==> config.mk <==
export PLATFORM = sky130hd
export DESIGN_NAME = btag_div_pipe
export DESIGN_NICKNAME = d
export VERILOG_FILES = /design/src/rtl/core/btag_div_pipe.sv
export SDC_FILE = /design/constraint.sdc
export NUM_CORES = 2
export LEC_CHECK = 0
export BUFFER_PORTS_ARGS = -buffer_cell sky130_fd_sc_hd__buf_2
export CAP_MARGIN = 20
export CORE_UTILIZATION = 50
export DETAILED_ROUTE_END_ITERATION = 12
export HOLD_SLACK_MARGIN = 0.15
export PLACE_DENSITY = 0.68
export REMOVE_ABC_BUFFERS = 1
export SLEW_MARGIN = 20
export SYNTH_ARGS = -nofsm -noshare
export SYNTH_HDL_FRONTEND = slang
export SYNTH_SLANG_ARGS = --single-unit
==> constraint.sdc <==
create_clock -name i_clk -period 4.87 [get_ports i_clk]
set_input_delay 0.974 -clock i_clk [delete_from_list [all_inputs] [get_ports i_clk]]
set_output_delay 0.974 -clock i_clk [all_outputs]
set_load 0.01 [all_outputs]
==> src/rtl/core/btag_div_pipe.sv <==
// Pipelined restoring divider, one quotient bit per register stage.
// A zero divisor gives quotient 0 and remainder equal to the dividend.
// Depends on nothing; the divisor must stay constant while items are in flight.
module btag_div_pipe #(
    parameter int W  = 32,
    parameter int SW = 1
) (
    input  logic          i_clk,
    input  logic          i_rst_n,
    input  logic          i_en,
    input  logic          i_valid,
    input  logic [W-1:0]  i_dividend,
    input  logic [W-1:0]  i_divisor,
    input  logic [SW-1:0] i_side,
    output logic          o_valid,
    output logic [W-1:0]  o_quot,
    output logic [W-1:0]  o_rem,
    output logic [SW-1:0] o_side
);

    logic          r_v    [W];
    logic [W-1:0]  r_rem  [W];
    logic [W-1:0]  r_dvd  [W];
    logic [W-1:0]  r_q    [W];
    logic [SW-1:0] r_side [W];

    logic w_div_nz;
    assign w_div_nz = (i_divisor != '0);

    for (genvar k = 0; k < W; k++) begin : g_stage
        logic          p_v;
        logic [W-1:0]  p_rem;
        logic [W-1:0]  p_dvd;
        logic [W-1:0]  p_q;
        logic [SW-1:0] p_side;
        logic [W:0]    trial;
        logic          take;

        if (k == 0) begin : g_first
            assign p_v    = i_valid;
            assign p_rem  = '0;
            assign p_dvd  = i_dividend;
            assign p_q    = '0;
            assign p_side = i_side;
        end else begin : g_next
            assign p_v    = r_v[k-1];
            assign p_rem  = r_rem[k-1];
            assign p_dvd  = r_dvd[k-1];
            assign p_q    = r_q[k-1];
            assign p_side = r_side[k-1];
        end

        assign trial = {p_rem, p_dvd[W-1]};
        assign take  = w_div_nz && (trial >= {1'b0, i_divisor});

        always_ff @(posedge i_clk) begin
            if (!i_rst_n) begin
                r_v[k] <= 1'b0;
            end else if (i_en) begin
                r_v[k] <= p_v;
            end
        end

        always_ff @(posedge i_clk) begin
            if (i_en) begin
                r_rem[k]  <= take ? W'(trial - {1'b0, i_divisor}) : trial[W-1:0];
                r_dvd[k]  <= p_dvd << 1;
                r_q[k]    <= {p_q[W-2:0], take};
                r_side[k] <= p_side;
            end
        end
    end

    assign o_valid = r_v[W-1];
    assign o_quot  = r_q[W-1];
    assign o_rem   = r_rem[W-1];
    assign o_side  = r_side[W-1];

endmodule

* Yosys cells after proc, flatten, opt, wreduce, memory -nomap -nowiden
Memories as Yosys holds them, arrays and structs flattened.
Cells that the tools add are included.
** Operators by class
- Add/sub/neg operators :: 32
- Reduce and logical (&&, ||, !) cells :: 33
- Bitwise gates (word level) :: 32
- Muxes and demuxes :: 69
- Magnitude comparators :: 32
** Operators with widths (number)
- 2-to-1 mux 32 bit :: 32
- greater-or-equal comparator 33 x 32 -> 1 bit :: 31
- subtractor 32 bit :: 31
- 2-to-1 mux 1 bit :: 37
- greater-or-equal comparator 1 x 32 -> 1 bit :: 1
- logical AND 1 bit :: 32
- OR 1 bit :: 32
- nonzero test 32 bit :: 1
- subtractor 1 x 32 -> 32 bit :: 1
** Storage, ports and cells
- Word-level logic and storage cells :: 203
- Output and inout port bits :: 66
- Bits of input ports :: 69
- Bits in writable memories :: 3104
- Register bits :: 0
- Memories kept :: 5
** Memories
- r_q :: words 32, bits a word 32, rd ports 32, clocked after memory_dff 0, write ports 32, RTL line 24 : logic [W-1:0] r_q [W];
- r_rem :: words 32, bits a word 32, rd ports 32, clocked after memory_dff 0, write ports 32, RTL line 22 : logic [W-1:0] r_rem [W];
- r_dvd :: words 32, bits a word 31, rd ports 31, clocked after memory_dff 0, write ports 32, RTL line 23 : logic [W-1:0] r_dvd [W];
- r_side :: words 32, bits a word 1, rd ports 32, clocked after memory_dff 0, write ports 32, RTL line 25 : logic [SW-1:0] r_side [W];
- r_v :: words 32, bits a word 1, rd ports 32, clocked after memory_dff 0, write ports 32, RTL line 21 : logic r_v [W];

* Depth between registers and ports, before layout
- Depth in word-level cells :: 4
- Mapped depth :: 16

* Least setup slack after synthesis
No wires, ideal clock.
- Path type :: in2reg
- From :: in i_divisor[1]
- To :: mem r_rem[5][3], in the netlist r_rem[1][35] (data pin)
- Library setup time :: 0.262 ns
- Slack :: -0.429 ns
- Required time :: 4.608 ns
- Stages on the path :: 14
- Arrival :: 5.037 ns
- Cells stage by stage :: clkinv_1 clkbuf_1 ha_1 nor2b_1 o31a_1 o31a_1 o2111a_1 o31ai_1 a31oi_1 a211o_1 a21o_1 a21oi_4 buf_2 mux2_1
** RTL lines
- start, declared :: RTL line 13 : input logic [W-1:0] i_divisor,
- end, declared :: RTL line 22

==> results_dict.tcl <==
set metrics [dict create \
    antenna_found_initial 13 \
    portBuffers 134 \
    nets 12430 \
    ys_types 109 \
    drt_iter0_markers 7793 \
    grt_pass1_vias 84910 \
    synth_commonest_cells "2111 x edfxtp_1, 994 x ha_1, 851 x nand2_1, 831 x a21oi_1, 798 x o21ai_0" \
    grt_pass1_wl_microns 500400 \
    first_pass_iters 9 \
    syn_inst 10630 \
    wl_per_cell_microns 22.35 \
    rows 182 \
    yosys-top-cells-area "edfxtp_1 51%, ha_1 10%, xnor2_1 3.6%, a21oi_1 3.4%, o21ai_0 3.2%" \
    synthArstFlopShare_pct 0 \
    detail-route-antenna-nets 0 \
    yosysSeqAreaShare_pct 51.26 \
    cap_violations 0 \
    placed_cell_area_sq_um 133500 \
    synth_area_sq_um 123700 \
    wirelength_microns 329800 \
    outcome "finished clean" \
    drc_errors 0 \
    die_h_microns 499.4 \
    layout-drive-gt1-share_pct 14.11 \
    cts_tree "built" \
    grt-ovfl-total 0 \
    synth_edf_count 2111 \
    finalInstanceArea_sq_um 140800 \
    total_power_uw 100600 \
    power_density_nw_per_um2 714.4 \
    synth_area_leader_cell "edfxtp_1" \
    max_slew.worst_pin.slew_ns 0.9908 \
    cts-root-buf "clkbuf_16" \
    endpoint_kind "flip-flop" \
    syn_area_per_cell_sq_um 11.64 \
    yosys_most_used_dff "edfxtp_1" \
    core-area_sq_um 245900 \
    ctsResizeCount 0 \
    clkTransAtPathRegs_ns 0.06 \
    htreeDepth 4 \
    grt_max_degree 127 \
    grt_usage_pct 25.94 \
    synth_top_area_share_pct 51.24 \
    yosys_warnings 0 \
    vias 87810 \
    min_path_type "input pin to flip-flop" \
    clock.fmax_ghz 0.2357 \
    crit_required_ns 5.44 \
    cts_max_path_buffers 3 \
    die_w_microns 499.4 \
    finClkSkew_ns 0.06999 \
    place.gp.congestion 0.9579 \
    postCtsHoldBufs 0 \
    setup_viol 0 \
    dieArea_sq_um 249400 \
    path_class "input pin to flip-flop" \
    irDropWorstVdd_mv 0.3944 \
    clock_sinks 2112 \
    viasPerCell 5.951 \
    p_leak_uw 0.05614 \
    synth_most_common_cell "edfxtp_1" \
    cts_made_buffers 226 \
    critPathArrivalTime_ns 4.81 \
    clock_latency_ns 0.89 \
    drv_slew 0 \
    fin_crit_ns 4.242 \
    crit_path_start_kind "input pin" \
    ys_ff_latch 2112 \
    rsz0062_at_grt "false" \
    min_period_over_period_pct 87.11 \
    slew_headroom_pct 33.94 \
    fin_util_pct 57.27 \
    initial_core_util_pct 50.30 \
    hold_viol_final 0 \
    hpwl_microns 245400 \
    cts_setup_buffers 0 \
    areaGrowthSynthToFinish_pct 13.85 \
    worstPathMaxFanout 12 \
    ios 135 \
]
-- through the flow --
stage | std cells | hold WS [ns] | setup slack (ns) | TNS, ns
final | 14760 | 0.2641 | 0.6276 | 0
after global routing | 14760 | 0.2047 | 0.5570 | 0
after CTS | 14760 | 0.1895 | 0.8069 | 0
after detailed placement | 14330 | 0.4045 | -0.06833 | -1.302
after global placement | 14330 | 0.4000 | -0.07241 | -0.07241
after floorplan | 10360 | 0.4003 | -2.555 | -890.80
-- area by class of cell --
class	instances	area, sq um
diodes	1	2.502
clock buffers	266	5806
clock inverters	158	1582
fillers	20350	105100
inverters	326	1224
multi-input cells	7920	58050
flip-flops and latches	2112	63410
well taps	3220	4029
repair buffers	753	6736
-- metal layers --
metal / GRT usage [%] / part of all wire (%)
met1: 36.37 / 45
met2: 41.51 / 46
met3: 3.190 / 5.6
met4: 8.922 / 3.6
met5: 0 / 0.077
-- where the power goes --
part           total (uW)  internal (uW)  switching (uW)  leakage (uW)
clock               17000           9550            7480       0.00355
sequential          32200          28400            3810        0.0207
combinational       51400          24000           27400        0.0319
total              101000          61900           38700        0.0561
-- state kept, by name, summed over array words and instances (netlist names) --
signal  cells
r_rem    1024
r_side     32
r_dvd     496
r_v        32
r_q       528
-- cell usage in the layout (no fill, tap or decap), types with 132 or more instances in the layout --
| master | Yosys | routed |
|---|---|---|
| a21o_1 | 500 | 500 |
| a21oi_1 | 831 | 830 |
| buf_2 | 52 | 132 |
| buf_4 | 8 | 508 |
| clkbuf_16 | 0 | 226 |
| edfxtp_1 | 2111 | 2111 |
| ha_1 | 994 | 994 |
| inv_1 | 322 | 292 |
| mux2_2 | 353 | 353 |
| nand2_1 | 851 | 849 |
| nand2b_1 | 136 | 136 |
| nand3_1 | 164 | 164 |
| nand4_1 | 142 | 142 |
| nor2_1 | 493 | 493 |
| nor2b_1 | 149 | 149 |
| nor3_1 | 135 | 135 |
| o21a_1 | 141 | 141 |
| o21ai_0 | 798 | 796 |
| xnor2_1 | 514 | 514 |
| xor2_1 | 335 | 335 |
-- critical path, stage by stage --
cell	delay (ns)
buf_2	0.11
inv_2	0.10
buf_12	0.17
buf_4	0.16
ha_1	0.36
o21a_1	0.15
o31a_1	0.16
o21ai_1	0.09
a211oi_1	0.52
o21bai_1	0.25
o211ai_2	0.24
a21oi_1	0.13
or4_1	0.58
a31oi_4	0.21
buf_4	0.25
mux2_2	0.36
-- cell families after synthesis --
| logic type | count (synthesis) | synth area share [%] |
|---|---|---|
| AO/OA/AOI/OAI | 3076 | 15.71 |
| XOR/XNOR | 849 | 6.011 |
| adder cells (fa/ha/maj) | 1025 | 10.55 |
| buffers and inverters | 593 | 1.973 |
| flip-flops | 2112 | 51.26 |
| multiplexers | 553 | 5.147 |
| AND/OR/NAND/NOR | 2417 | 9.349 |
-- worst paths after layout --
check	startpoint	endpoint	slack, ns	cells after the start
worst max-delay path	i_divisor[3]	r_rem[4][21]$_DFFE_PP_	0.63	16
worst min-delay path	i_dividend[8]	r_dvd[0][8]$_DFFE_PP_	0.26	1
worst max register to register	r_rem[3][98]$_DFFE_PP_	r_rem[4][21]$_DFFE_PP_	0.84	12
worst min register to register	r_dvd[13][23]$_DFFE_PP_	r_dvd[14][24]$_DFFE_PP_	0.41	0
(Power assumes the default switching activity.)
